--- config.mk ---
export PLATFORM = sky130hd
export DESIGN_NAME = multipart_body_parser_unit
export DESIGN_NICKNAME = d
export VERILOG_FILES = /design/src/mbp_pkg.sv /design/src/mbp_cfg_regs.sv /design/src/mbp_parser.sv /design/src/mbp_emitter.sv /design/src/mbp_out_skid.sv /design/src/multipart_body_parser_unit.sv
export SDC_FILE = /design/constraint.sdc
export NUM_CORES = 1
export LEC_CHECK = 0
export BUFFER_PORTS_ARGS = -buffer_cell sky130_fd_sc_hd__buf_2
export CORE_ASPECT_RATIO = 0.5
export CORE_MARGIN = 4
export CORE_UTILIZATION = 36
export DETAILED_ROUTE_END_ITERATION = 7
export PLACE_DENSITY = 0.51
export SLEW_MARGIN = 20
export SYNTH_ARGS = -nofsm -noshare
export SYNTH_HDL_FRONTEND = slang
export SYNTH_HIERARCHICAL = 1
export SYNTH_SLANG_ARGS = --single-unit
export TNS_END_PERCENT = 20
--- constraint.sdc ---
create_clock -name clk -period 9.66 [get_ports clk]
set_clock_uncertainty 0.15 [all_clocks]
set_input_delay 1.449 -clock clk [delete_from_list [all_inputs] [get_ports clk]]
set_output_delay 1.449 -clock clk [all_outputs]
set_load 0.03 [all_outputs]
--- src/mbp_pkg.sv ---
// shared types, constants and boundary lookup functions for the multipart body parser
// no dependencies
package mbp_pkg;

    localparam int MAX_BOUNDARY = 48;
    localparam int BND_WORDS = 6;
    localparam int BND_BYTES = BND_WORDS * 8;
    localparam int LEN_W = 6;
    localparam int MATCH_W = 6;
    localparam int CFG_IDX_W = 3;

    localparam logic [CFG_IDX_W-1:0] CFG_BOUNDARY_LENGTH = 3'd0;
    localparam logic [CFG_IDX_W-1:0] CFG_BOUNDARY_WORD_0 = 3'd1;
    localparam logic [CFG_IDX_W-1:0] CFG_BOUNDARY_WORD_5 = 3'd6;

    localparam logic [7:0] CH_CR = 8'h0d;
    localparam logic [7:0] CH_LF = 8'h0a;
    localparam logic [7:0] CH_DASH = 8'h2d;
    localparam logic [7:0] CH_COLON = 8'h3a;
    localparam logic [7:0] CH_SPACE = 8'h20;

    typedef logic [BND_BYTES-1:0][7:0] bnd_bytes_t;

    typedef enum logic [2:0] {
        K_NAME        = 3'd0,
        K_NAME_END    = 3'd1,
        K_VALUE       = 3'd2,
        K_VALUE_END   = 3'd3,
        K_CONTENT     = 3'd4,
        K_CONTENT_END = 3'd5,
        K_BODY_END    = 3'd6,
        K_ERROR       = 3'd7
    } kind_t;

    typedef enum logic [14:0] {
        ST_DASH1      = 15'b000000000000001,
        ST_DASH2      = 15'b000000000000010,
        ST_BOUND      = 15'b000000000000100,
        ST_OPEN_CR    = 15'b000000000001000,
        ST_OPEN_LF    = 15'b000000000010000,
        ST_HDR        = 15'b000000000100000,
        ST_HDR_CR     = 15'b000000001000000,
        ST_NAME       = 15'b000000010000000,
        ST_SKIPSP     = 15'b000000100000000,
        ST_VALUE      = 15'b000001000000000,
        ST_VAL_CR     = 15'b000010000000000,
        ST_VAL_END    = 15'b000100000000000,
        ST_VAL_END_CR = 15'b001000000000000,
        ST_CONTENT    = 15'b010000000000000,
        ST_END        = 15'b100000000000000
    } state_t;

    // work left behind by one input word: replayed delimiter bytes, then up to two tail results
    typedef struct packed {
        logic [MATCH_W-1:0] rep;
        logic [7:0]         rep_tail;
        logic [1:0]         tails;
        kind_t              k0;
        logic [7:0]         d0;
        kind_t              k1;
    } job_t;

    typedef struct packed {
        kind_t      kind;
        logic [7:0] data;
        logic       last;
    } result_t;

    function automatic logic [7:0] bnd_byte(input bnd_bytes_t bnd, input logic [5:0] idx);
        logic [7:0] r;
        r = 8'h00;
        if (idx < 6'(BND_BYTES))
        begin
            r = bnd[idx];
        end
        return r;
    endfunction

    function automatic logic [7:0] delim_byte(input bnd_bytes_t bnd, input logic [5:0] k);
        logic [7:0] r;
        if (k == 6'd0)
        begin
            r = CH_CR;
        end
        else if (k == 6'd1)
        begin
            r = CH_LF;
        end
        else if (k < 6'd4)
        begin
            r = CH_DASH;
        end
        else
        begin
            r = bnd_byte(bnd, k - 6'd4);
        end
        return r;
    endfunction

endpackage

--- src/mbp_cfg_regs.sv ---
// boundary length and boundary string registers with length clamping
// depends on mbp_pkg
module mbp_cfg_regs (
    input  logic                           clk,
    input  logic                           rst_n,
    input  logic                           cfg_wr_en,
    input  logic [mbp_pkg::CFG_IDX_W-1:0]  cfg_index,
    input  logic [63:0]                    cfg_wr_data,
    output logic [mbp_pkg::LEN_W-1:0]      eff_len,
    output mbp_pkg::bnd_bytes_t            bnd
);
    import mbp_pkg::*;

    logic [LEN_W-1:0]               len_reg;
    logic [BND_WORDS-1:0][63:0]     word_reg;
    logic [CFG_IDX_W-1:0]           word_idx;

    assign word_idx = cfg_index - CFG_BOUNDARY_WORD_0;

    always_ff @(posedge clk or negedge rst_n)
    begin
        if (!rst_n)
        begin
            len_reg  <= LEN_W'(1);
            word_reg <= '0;
        end
        else if (cfg_wr_en)
        begin
            if (cfg_index == CFG_BOUNDARY_LENGTH)
            begin
                len_reg <= cfg_wr_data[LEN_W-1:0];
            end
            else if (cfg_index <= CFG_BOUNDARY_WORD_5)
            begin
                word_reg[word_idx] <= cfg_wr_data;
            end
        end
    end

    always_comb
    begin
        eff_len = len_reg;
        if (len_reg == '0)
        begin
            eff_len = LEN_W'(1);
        end
        else if (len_reg > LEN_W'(MAX_BOUNDARY))
        begin
            eff_len = LEN_W'(MAX_BOUNDARY);
        end
    end

    assign bnd = word_reg;

endmodule

--- src/mbp_parser.sv ---
// framing FSM: decodes one body byte per job_ready cycle into a job for the emitter
// depends on mbp_pkg
module mbp_parser (
    input  logic                       clk,
    input  logic                       rst_n,
    input  logic                       in_valid,
    output logic                       in_ready,
    input  logic [7:0]                 in_byte,
    input  logic [mbp_pkg::LEN_W-1:0]  eff_len,
    input  mbp_pkg::bnd_bytes_t        bnd,
    output logic                       job_valid,
    input  logic                       job_ready,
    output mbp_pkg::job_t              job
);
    import mbp_pkg::*;

    state_t               st_reg, st_next;
    logic [MATCH_W-1:0]   m_reg, m_next;
    logic                 twd_reg, twd_next;
    logic                 err_reg, err_next;
    logic                 accept;
    logic                 name_go, value_go, do_fail;
    logic                 hit, end_hit;
    logic [MATCH_W-1:0]   mc, m1;
    logic [MATCH_W:0]     len4;

    assign in_ready = job_ready;
    assign accept = in_valid && job_ready;
    assign len4 = {1'b0, eff_len} + 7'd4;
    assign m1 = m_reg + 6'd1;

    always_comb
    begin
        st_next  = st_reg;
        m_next   = m_reg;
        twd_next = twd_reg;
        err_next = err_reg;
        job      = '0;
        name_go  = 1'b0;
        value_go = 1'b0;
        do_fail  = 1'b0;
        hit      = 1'b0;
        end_hit  = 1'b0;
        mc       = m_reg;
        if (err_reg)
        begin
            job.tails = 2'd1;
            job.k0    = K_ERROR;
        end
        else
        begin
            unique case (st_reg)
                ST_DASH1:
                begin
                    if (in_byte != CH_DASH) do_fail = 1'b1;
                    else st_next = ST_DASH2;
                end
                ST_DASH2:
                begin
                    if (in_byte != CH_DASH)
                    begin
                        do_fail = 1'b1;
                    end
                    else
                    begin
                        st_next = ST_BOUND;
                        m_next  = '0;
                    end
                end
                ST_BOUND:
                begin
                    if (in_byte != bnd_byte(bnd, m_reg))
                    begin
                        do_fail = 1'b1;
                    end
                    else if (m1 >= eff_len)
                    begin
                        m_next  = '0;
                        st_next = ST_OPEN_CR;
                    end
                    else
                    begin
                        m_next = m1;
                    end
                end
                ST_OPEN_CR:
                begin
                    if (in_byte != CH_CR) do_fail = 1'b1;
                    else st_next = ST_OPEN_LF;
                end
                ST_OPEN_LF:
                begin
                    if (in_byte != CH_LF) do_fail = 1'b1;
                    else st_next = ST_HDR;
                end
                ST_HDR:
                begin
                    if (in_byte == CH_CR) st_next = ST_HDR_CR;
                    else name_go = 1'b1;
                end
                ST_HDR_CR:
                begin
                    if (in_byte == CH_LF)
                    begin
                        st_next = ST_CONTENT;
                        m_next  = '0;
                    end
                    else
                    begin
                        name_go = 1'b1;
                    end
                end
                ST_NAME:
                begin
                    name_go = 1'b1;
                end
                ST_SKIPSP:
                begin
                    if (in_byte != CH_SPACE) value_go = 1'b1;
                end
                ST_VALUE:
                begin
                    value_go = 1'b1;
                end
                ST_VAL_CR:
                begin
                    if (in_byte != CH_LF)
                    begin
                        do_fail = 1'b1;
                    end
                    else
                    begin
                        job.tails = 2'd1;
                        job.k0    = K_VALUE_END;
                        st_next   = ST_VAL_END;
                    end
                end
                ST_VAL_END:
                begin
                    if (in_byte == CH_CR) st_next = ST_VAL_END_CR;
                    else name_go = 1'b1;
                end
                ST_VAL_END_CR:
                begin
                    if (in_byte == CH_LF)
                    begin
                        st_next = ST_CONTENT;
                        m_next  = '0;
                    end
                    else if (in_byte == CH_CR)
                    begin
                        st_next = ST_HDR_CR;
                    end
                    else
                    begin
                        name_go = 1'b1;
                    end
                end
                ST_CONTENT:
                begin
                    // a position left beyond a shortened delimiter is dropped
                    if ({1'b0, m_reg} > len4 + 7'd1) mc = '0;
                    if ({1'b0, mc} < len4)
                    begin
                        hit = (in_byte == delim_byte(bnd, mc));
                    end
                    else if ({1'b0, mc} == len4)
                    begin
                        hit = (in_byte == CH_CR) || (in_byte == CH_DASH);
                        if (hit) twd_next = (in_byte == CH_DASH);
                    end
                    else
                    begin
                        end_hit = (in_byte == (twd_reg ? CH_DASH : CH_LF));
                    end
                    if (end_hit)
                    begin
                        m_next    = '0;
                        job.k0    = K_CONTENT_END;
                        job.k1    = K_BODY_END;
                        job.tails = twd_reg ? 2'd2 : 2'd1;
                        st_next   = twd_reg ? ST_END : ST_HDR;
                    end
                    else if (hit)
                    begin
                        m_next = mc + 6'd1;
                    end
                    else
                    begin
                        job.rep      = mc;
                        job.rep_tail = twd_reg ? CH_DASH : CH_CR;
                        if (in_byte == CH_CR)
                        begin
                            m_next = 6'd1;
                        end
                        else
                        begin
                            m_next    = '0;
                            job.tails = 2'd1;
                            job.k0    = K_CONTENT;
                            job.d0    = in_byte;
                        end
                    end
                end
                ST_END:
                begin
                end
                default:
                begin
                    do_fail = 1'b1;
                end
            endcase
        end

        if (name_go)
        begin
            job.tails = 2'd1;
            if (in_byte == CH_COLON)
            begin
                job.k0  = K_NAME_END;
                st_next = ST_SKIPSP;
            end
            else
            begin
                job.k0  = K_NAME;
                job.d0  = in_byte;
                st_next = ST_NAME;
            end
        end
        if (value_go)
        begin
            if (in_byte == CH_CR)
            begin
                st_next = ST_VAL_CR;
            end
            else
            begin
                job.tails = 2'd1;
                job.k0    = K_VALUE;
                job.d0    = in_byte;
                st_next   = ST_VALUE;
            end
        end
        if (do_fail)
        begin
            err_next  = 1'b1;
            job.tails = 2'd1;
            job.k0    = K_ERROR;
        end
    end

    assign job_valid = accept && ((job.rep != '0) || (job.tails != 2'd0));

    always_ff @(posedge clk or negedge rst_n)
    begin
        if (!rst_n)
        begin
            st_reg  <= ST_DASH1;
            m_reg   <= '0;
            twd_reg <= 1'b0;
            err_reg <= 1'b0;
        end
        else if (accept)
        begin
            st_reg  <= st_next;
            m_reg   <= m_next;
            twd_reg <= twd_next;
            err_reg <= err_next;
        end
    end

`ifndef SYNTHESIS
    a_err_sticky: assert property (@(posedge clk) disable iff (!rst_n)
        err_reg |=> err_reg)
        else $error("sticky error cleared");

    a_match_bound: assert property (@(posedge clk) disable iff (!rst_n)
        m_reg <= MATCH_W'(MAX_BOUNDARY + 5))
        else $error("match position beyond delimiter");
`endif

endmodule

--- src/mbp_emitter.sv ---
// walks one job at a time: replayed delimiter bytes first, then the tail results
// depends on mbp_pkg
module mbp_emitter (
    input  logic                       clk,
    input  logic                       rst_n,
    input  logic                       job_valid,
    output logic                       job_ready,
    input  mbp_pkg::job_t              job,
    input  logic [mbp_pkg::LEN_W-1:0]  eff_len,
    input  mbp_pkg::bnd_bytes_t        bnd,
    output logic                       res_valid,
    input  logic                       res_ready,
    output mbp_pkg::result_t           res
);
    import mbp_pkg::*;

    logic                 busy_reg;
    job_t                 job_reg;
    logic [MATCH_W-1:0]   pos_reg;
    logic                 tpos_reg;
    logic                 in_rep, fin, issue;

    assign in_rep = pos_reg < job_reg.rep;
    assign issue = busy_reg && res_ready;
    assign res_valid = busy_reg;
    assign job_ready = !busy_reg || (issue && fin);

    always_comb
    begin
        res = '0;
        fin = 1'b0;
        if (in_rep)
        begin
            res.kind = K_CONTENT;
            if ({1'b0, pos_reg} < {1'b0, eff_len} + 7'd4)
            begin
                res.data = delim_byte(bnd, pos_reg);
            end
            else
            begin
                res.data = job_reg.rep_tail;
            end
            fin = ({1'b0, pos_reg} + 7'd1 == {1'b0, job_reg.rep}) && (job_reg.tails == 2'd0);
        end
        else if (!tpos_reg)
        begin
            res.kind = job_reg.k0;
            res.data = job_reg.d0;
            fin      = (job_reg.tails == 2'd1);
        end
        else
        begin
            res.kind = job_reg.k1;
            fin      = 1'b1;
        end
        res.last = fin;
    end

    always_ff @(posedge clk or negedge rst_n)
    begin
        if (!rst_n)
        begin
            busy_reg <= 1'b0;
            pos_reg  <= '0;
            tpos_reg <= 1'b0;
        end
        else if (job_valid && job_ready)
        begin
            busy_reg <= 1'b1;
            pos_reg  <= '0;
            tpos_reg <= 1'b0;
        end
        else if (issue && fin)
        begin
            busy_reg <= 1'b0;
        end
        else if (issue)
        begin
            if (in_rep) pos_reg <= pos_reg + 6'd1;
            else tpos_reg <= 1'b1;
        end
    end

    always_ff @(posedge clk)
    begin
        if (job_valid && job_ready)
        begin
            job_reg <= job;
        end
    end

`ifndef SYNTHESIS
    a_job_taken: assert property (@(posedge clk) disable iff (!rst_n)
        job_valid |-> job_ready)
        else $error("job offered while emitter busy");

    a_pos_range: assert property (@(posedge clk) disable iff (!rst_n)
        busy_reg |-> (pos_reg <= job_reg.rep))
        else $error("replay position past replay count");

    a_no_empty_job: assert property (@(posedge clk) disable iff (!rst_n)
        (busy_reg && (job_reg.tails == 2'd0)) |-> (job_reg.rep != '0))
        else $error("job without results");
`endif

endmodule

--- src/mbp_out_skid.sv ---
// two-entry output queue that registers both sides of the result stream
// depends on mbp_pkg
module mbp_out_skid (
    input  logic              clk,
    input  logic              rst_n,
    input  logic              in_valid,
    output logic              in_ready,
    input  mbp_pkg::result_t  in_res,
    output logic              out_valid,
    input  logic              out_ready,
    output mbp_pkg::result_t  out_res
);
    import mbp_pkg::*;

    logic [1:0]   cnt_reg;
    result_t      slot0_reg, slot1_reg;
    logic         push, pop;

    assign in_ready = (cnt_reg != 2'd2);
    assign out_valid = (cnt_reg != 2'd0);
    assign out_res = slot0_reg;
    assign push = in_valid && in_ready;
    assign pop = out_valid && out_ready;

    always_ff @(posedge clk or negedge rst_n)
    begin
        if (!rst_n)
        begin
            cnt_reg <= 2'd0;
        end
        else if (push && !pop)
        begin
            cnt_reg <= cnt_reg + 2'd1;
        end
        else if (pop && !push)
        begin
            cnt_reg <= cnt_reg - 2'd1;
        end
    end

    always_ff @(posedge clk)
    begin
        if (push && !pop)
        begin
            if (cnt_reg == 2'd0) slot0_reg <= in_res;
            else slot1_reg <= in_res;
        end
        else if (pop && !push)
        begin
            slot0_reg <= slot1_reg;
        end
        else if (pop && push)
        begin
            if (cnt_reg == 2'd1) slot0_reg <= in_res;
            else
            begin
                slot0_reg <= slot1_reg;
                slot1_reg <= in_res;
            end
        end
    end

endmodule

--- src/multipart_body_parser_unit.sv ---
// top level of the multipart body parser
// depends on mbp_pkg, mbp_cfg_regs, mbp_parser, mbp_emitter, mbp_out_skid
//
// Takes a multipart body one byte per word and emits tagged words: header name bytes, name
// end, value bytes, value end, content bytes, content end, body end and error, with tlast
// on the final word caused by each input byte. An input byte is taken every cycle as long
// as the result stream keeps up; a byte that yields several words (a content delimiter
// that fails partway and is replayed as content, or content end plus body end) holds the
// input until its last word goes out (boundary length plus six words at most); the emitter
// issues one word per cycle when accepted. The user must write boundary registers through
// the cfg port only while the parser is idle (unenforced); no clearing pass follows reset.
module multipart_body_parser_unit (
    input  logic                              clk,
    input  logic                              rst_n,
    input  logic                              s_axis_tvalid,
    output logic                              s_axis_tready,
    input  logic [7:0]                        s_axis_tdata,   // data_byte
    output logic                              m_axis_tvalid,
    input  logic                              m_axis_tready,
    output logic [7:0]                        m_axis_tdata,   // data
    output logic [2:0]                        m_axis_tuser,   // kind
    output logic                              m_axis_tlast,
    input  logic                              cfg_wr_en,
    input  logic [mbp_pkg::CFG_IDX_W-1:0]     cfg_index,
    input  logic [63:0]                       cfg_wr_data
);
    import mbp_pkg::*;

    logic [LEN_W-1:0]   eff_len;
    bnd_bytes_t         bnd;
    logic               job_valid, job_ready;
    job_t               job;
    logic               res_valid, res_ready;
    result_t            res, out_res;

    mbp_cfg_regs u_cfg (
        .clk         (clk),
        .rst_n       (rst_n),
        .cfg_wr_en   (cfg_wr_en),
        .cfg_index   (cfg_index),
        .cfg_wr_data (cfg_wr_data),
        .eff_len     (eff_len),
        .bnd         (bnd)
    );

    mbp_parser u_parser (
        .clk       (clk),
        .rst_n     (rst_n),
        .in_valid  (s_axis_tvalid),
        .in_ready  (s_axis_tready),
        .in_byte   (s_axis_tdata),
        .eff_len   (eff_len),
        .bnd       (bnd),
        .job_valid (job_valid),
        .job_ready (job_ready),
        .job       (job)
    );

    mbp_emitter u_emitter (
        .clk       (clk),
        .rst_n     (rst_n),
        .job_valid (job_valid),
        .job_ready (job_ready),
        .job       (job),
        .eff_len   (eff_len),
        .bnd       (bnd),
        .res_valid (res_valid),
        .res_ready (res_ready),
        .res       (res)
    );

    mbp_out_skid u_skid (
        .clk       (clk),
        .rst_n     (rst_n),
        .in_valid  (res_valid),
        .in_ready  (res_ready),
        .in_res    (res),
        .out_valid (m_axis_tvalid),
        .out_ready (m_axis_tready),
        .out_res   (out_res)
    );

    assign m_axis_tdata = out_res.data;
    assign m_axis_tuser = out_res.kind;
    assign m_axis_tlast = out_res.last;

endmodule
**Word-level counts from Yosys, hierarchy flattened**

Cells that the tools add are included.

- Word-level logic and storage cells: 293
- Register bits: 477
- Input bits: 80
- Output and inout port bits: 14

- $add $sub $neg: 11
- Reductions and logical operators: 51
- Bitwise logic cells: 4
- Equal/unequal tests: 53
- Mux-type cells: 130
- Magnitude comparators: 17

Operators with widths:

| kind | number |
|---|---|
| $bwmux 384 | 1 |
| $mux 15 | 16 |
| $demux 64 s3 | 1 |
| $mux 8 | 21 |
| $pmux 15 s11 | 1 |
| $bmux 8 s6 | 3 |
| $mux 12 | 11 |
| $mux 27 | 4 |
| $mux 6 | 17 |
| $mux 64 | 1 |
| $mux 11 | 4 |
| $mux 14 | 3 |
| $mux 13 | 3 |
| $mux 1 | 29 |
| $ne 4x2->1 const B | 6 |
| $pmux 6 s4 | 1 |
| $lt 6x7->1 const B | 3 |
| $add 6x1->6 const B | 3 |
| $logic_not 6->1 | 3 |
| $lt 6x6->1 const B | 3 |
| $eq 8x4->1 const B | 2 |
| $eq 8x6->1 const B | 2 |
| $eq 8x8->1 | 2 |
| $ne 4x1->1 const B | 4 |
| other kinds (69) | 122 |

**Depth between registers and ports, before layout**

- Depth in word-level cells: 41
- Depth in mapped cells: 35
- Gate-level depth less buffers: 32

**Modules after synthesis**

Netlist, hierarchy kept.

Modules (own cells, without submodules):

| module | cells each | instances | area an instance (sq um) |
|---|---|---|---|
| mbp_cfg_regs | 848 | 1 | 14676.6 |
| mbp_parser | 1150 | 1 | 9957.0 |
| mbp_emitter | 387 | 1 | 5288.8 |
| mbp_out_skid | 65 | 1 | 1096.1 |

**Least setup slack after synthesis**

Ideal clock, no wire load.

- Path kind: register to register
- Start point: reg u_cfg.len_reg[5]
- End point: reg u_emitter/job_reg[0] in the netlist's numbering (enable)
- Cell stages (with the launch flop): 35
- Slack: 2.513 ns
- Data arrival time: 6.612 ns
- Clock period less this slack: 7.147 ns
- Required time: 9.125 ns
- Library setup time: 0.385 ns
- Buffers on the path: 4
- Cell sequence: dfrtp_1 -> nor4_1 -> nor2_1 -> o22ai_1 -> ha_1 -> nand2_1 -> or2_1 -> nand2_1 -> ha_1 -> and4_1 -> and3_1 -> a211oi_2 -> buf_4 -> nand2_2 -> buf_2 -> nand2_1 -> inv_1 -> ha_1 -> inv_1 -> clkbuf_1 -> clkbuf_1 -> o2111ai_1 -> a31oi_1 -> nor4_1 -> o32ai_1 -> and4_1 -> nor3_1 -> nand4_1 -> and2_4 -> nand2_1 -> a31oi_1 -> nand2_1 -> o31ai_1 -> nor2_1 -> inv_1

- Longest elaborated chain between the ends: 38

RTL lines:

| what | line | text |
|---|---|---|
| from (decl) | mbp_cfg_regs.sv:14 | `logic [LEN_W-1:0] len_reg;` |
| from (signal assigned) | mbp_cfg_regs.sv:31 | `len_reg <= cfg_wr_data[LEN_W-1:0];` |
| $gt 6x6->1 | mbp_cfg_regs.sv:47 | `else if (len_reg > LEN_W'(MAX_BOUNDARY))` |
| $mux 6 | mbp_cfg_regs.sv:47 |  |
| $mux 6 (*) | mbp_cfg_regs.sv:43 | `if (len_reg == '0)` |
| via eff_len[0] | multipart_body_parser_unit.sv:29 | `logic [LEN_W-1:0] eff_len;` |
| $add 6x3->7 (*) | mbp_parser.sv:29 | `assign len4 = {1'b0, eff_len} + 7'd4;` |
| $add 7x1->7 | mbp_parser.sv:162 | `if ({1'b0, m_reg} > len4 + 7'd1) mc = '0;` |
| $gt 6x7->1 | mbp_parser.sv:162 |  |
| $mux 6 | mbp_parser.sv:162 |  |
| (+24 left out) | n/a |  |
| $mux 13 | mbp_parser.sv:232 | `if (in_byte == CH_CR)` |
| $mux 13 | mbp_parser.sv:230 | `if (value_go)` |
| $mux 5 | mbp_parser.sv:244 | `if (do_fail)` |
| $reduce_bool 2->1 | mbp_parser.sv:252 | `assign job_valid = accept && ((job.rep != '0) \|\| (job.tails != 2'd0));` |
| $logic_or 1x1->1 (*) | mbp_parser.sv:252 |  |
| $logic_and 1x1->1 (*) | mbp_parser.sv:252 |  |
| via job_valid | multipart_body_parser_unit.sv:31 | `logic job_valid, job_ready;` |
| $logic_and 1x1->1 (*) | mbp_emitter.sv:86 | `if (job_valid && job_ready)` |
| to (signal assigned) | mbp_emitter.sv:88 | `job_reg <= job;` |
| to (decl) | mbp_emitter.sv:18 | `job_t job_reg;` |

Mark *: on every way through the listed nets, which the timed path passes. The rest lies on a longest branch. The select of a mux whose other input is x is not followed.
A chain may end at the register's enable or synchronous reset.

**Final worst setup path**

- Start point: reg u_cfg.len_reg[5]
- End point: reg u_emitter/job_reg[2] in the netlist's numbering (enable)

The elaborated chain is that of the path after synthesis.

==> flow_summary.toml <==
[global_route]
grt_max_degree = 153
grt_overflow = 0
grt_pass1_wl_um = 162000
grt_usage_pct = 23.6
grt_pass1_vias = 22585
antenna_found_initial = 13

[drt]
ant_nets = 0
first_pass_iters = 6
first_iter_violations = 2412
wl_per_cell_um = 29.9
drcViolationCount = 0
via_count = 22915
vias_per_cell = 6.25
wl_um = 110000

[placement]
numPortBuffers = 93
dp_cells = 3563
dp_hpwl_um = 75700
place.gp.congestion = 0.972

[worst_setup_path]
critPathLaunchType = "register"
end_kind = "register"
worst_path_largest_cell_delay_ns = 0.63
critPathArrivalTime_ns = 9.22
crit_fanout = 22
crit_top_cell = "nand2_1"
crit_slowest_cell = "inv_1"
crit_required_ns = 9.83
critPathKind = "register to register"

[floorplan]
dieHeight_um = 216
io-pin-count = 94
start_util_pct = 36.6
die_w_um = 423
row_count = 75
core_um2 = 84600
fp.dieArea_um2 = 91200

[synthesis]
ys_async_sr_fraction_pct = 88.7
yosysTopAreaCell = "dfrtp_1"
ys_seq_area_share_pct = 39.4
yosys-top-cells-count = "425 x mux2_2, 421 x dfrtp_1, 251 x mux4_2"
synthTopCellsByArea = "dfrtp_1 34%, mux4_2 18%, mux2_2 15%"
ys_ff_latch = 477
synth_edf_count = 54
synth_cell_types = 95
synth-warning-count = 6
ys.flop_type = "dfrtp_1"
synth_top_area_share_pct = 34.0
syn_inst = 2450
avgSynthCellArea_um2 = 12.7
syn_area_um2 = 31000
yosys.cell_count.top_type = "mux2_2"

[cts]
clk_pin_slew_ns = 0.06
clkSinkCount = 477
hold_buffers = 0
ctsResizeCount = 0
postCtsSetupBuffers = 0
clockRootBuffer = "clkbuf_16"
cts_buffers = 51
ctsLongestPathBuffers = 3
clock_latency_ns = 0.63
cts_tree = "built"
cts_htree_levels = 2

[sta]
clock.fmax_mhz = 110
tightest_slew_ns = 1.21
setup_tns_ns = 0
relSlewSlack_pct = 18.8
period_minus_slack_ns = 9.05
fin_crit_sh_pct = 93.7
hold_viol = 0
finalMaxSlewViolations = 0
finalSetupViolations = 0
rsz0062_at_grt = "false"

[flow_run]
drv_cap = 0

[finish]
drive_gt1_share_pct = 38.2
area_delta_synth_final_pct = 9.41
largest_register_ffs = 384
fin_cells = 3666
nNetsFinal = 2598

[power_and_ir_drop]
ir_drop_uv = 158
power_density_nw_per_um2 = 273
p_leak_nw = 13.1

[min_path]
hp-class = "register to register"

[outcome]
status = "finished clean"
-- critical path: cells and delay by family (launching register included) --
kind            cells  cell delay [ns]
fa+ha+maj           3             0.78
xor+xnor            1             0.18
buf+inv             3             1.13
flops               1             0.52
simple gates       17             3.53
compound gates      7             2.43
-- report_power, final --
group          leakage (nW)  switching [mW]  internal, mW
registers              5.62           0.751          2.80
clock network         0.819           0.882          1.12
logic                  6.63            1.87          1.84
-- cell families after synthesis --
logic type / after synthesis / share of synthesized area (%)
and+or+nand+nor: 479 / 7.65
AOI/OAI and AO/OA: 379 / 8.44
xor gates and xnor gates: 42 / 1.23
buffers and inverters: 259 / 4.69
muxes: 757 / 36.4
DFF: 477 / 39.4
adders and majority gates: 56 / 2.26
other: 1 / 0.0121
-- cell usage in the layout, fill, tap and decap left out, drive strengths merged, types with 11 or more instances in the layout --
cell type	synthesis	routed
clkbuf	47	72
xnor2	27	27
and3	17	17
o22ai	31	31
nor3	42	42
buf	140	142
a21oi	79	79
clkinv	1	18
mux2	431	431
mux4	251	251
or2	12	12
a31oi	23	23
and2	22	22
o21ai	62	62
nand2	141	141
nor2	100	100
inv	71	72
o211ai	14	14
nand2b	15	15
mux2i	75	75
xor2	15	15
a211oi	37	37
dfrtp	421	421
nand3	49	49
nand4	14	14
ha	56	56
edfxtp	54	54
o21a	11	11
nor4	17	17
-- stage by stage --
stage / total power, mW / hold WS, ns / area (µm²) / utilization [%] / worst slack (ns)
final: 9.27 / 0.367 / 33900 / 40.1 / 0.607
after floorplan: 5.94 / 0.323 / 31000 / - / 2.51
after global routing: 9.74 / 0.392 / 33900 / 40.1 / 0.0155
after detailed placement: 7.23 / 0.353 / 32200 / 38.1 / 0.886
after CTS: 9.27 / 0.367 / 33900 / 40.0 / 0.891
after global placement: 7.19 / 0.349 / 32200 / 38.1 / 1.10
-- routing by layer --
layer	GRT usage (%)	vias up	part of all wire, %
met3	6.13	185	9.7
li1	-	9551	-
met2	33.8	1024	42
met4	6.71	12	2.8
met5	0	-	0.094
met1	35.2	12143	45
-- path summary, 6_finish.rpt --
check	cells past startpoint	slack, ns	to	start
setup reg to reg	31	0.61	u_emitter/job_reg[2]$_DFFE_PP_	u_cfg/len_reg[5]$_DFFE_PN0P_
hold reg to reg	2	0.37	u_skid/cnt_reg[1]$_DFFE_PN0P_	u_skid/cnt_reg[1]$_DFFE_PN0P_
hold / removal	2	0.37	u_skid/cnt_reg[1]$_DFFE_PN0P_	u_skid/cnt_reg[1]$_DFFE_PN0P_
max in group asynchronous	2	7.24	u_emitter/pos_reg[2]$_DFFE_PN0P_	rst_n
setup / recovery	31	0.61	u_emitter/job_reg[2]$_DFFE_PP_	u_cfg/len_reg[5]$_DFFE_PN0P_
min in group asynchronous	1	0.64	u_cfg/bnd[153]$_DFFE_PN0P_	rst_n
-- layout make-up --
cell class                      instances  area (µm²)
Sequential cell                       477       12200
Clock inverter                         24         190
Multi-Input combinational cell       1718       17400
Inverter                               72         270
Timing Repair Buffer                  142         888
Tap cell                             1155        1450
Fill cell                            8074       50700
Antenna cell                            6        15.0
Clock buffer                           72        1480
Note: power is estimated with default switching activity, not from simulation.
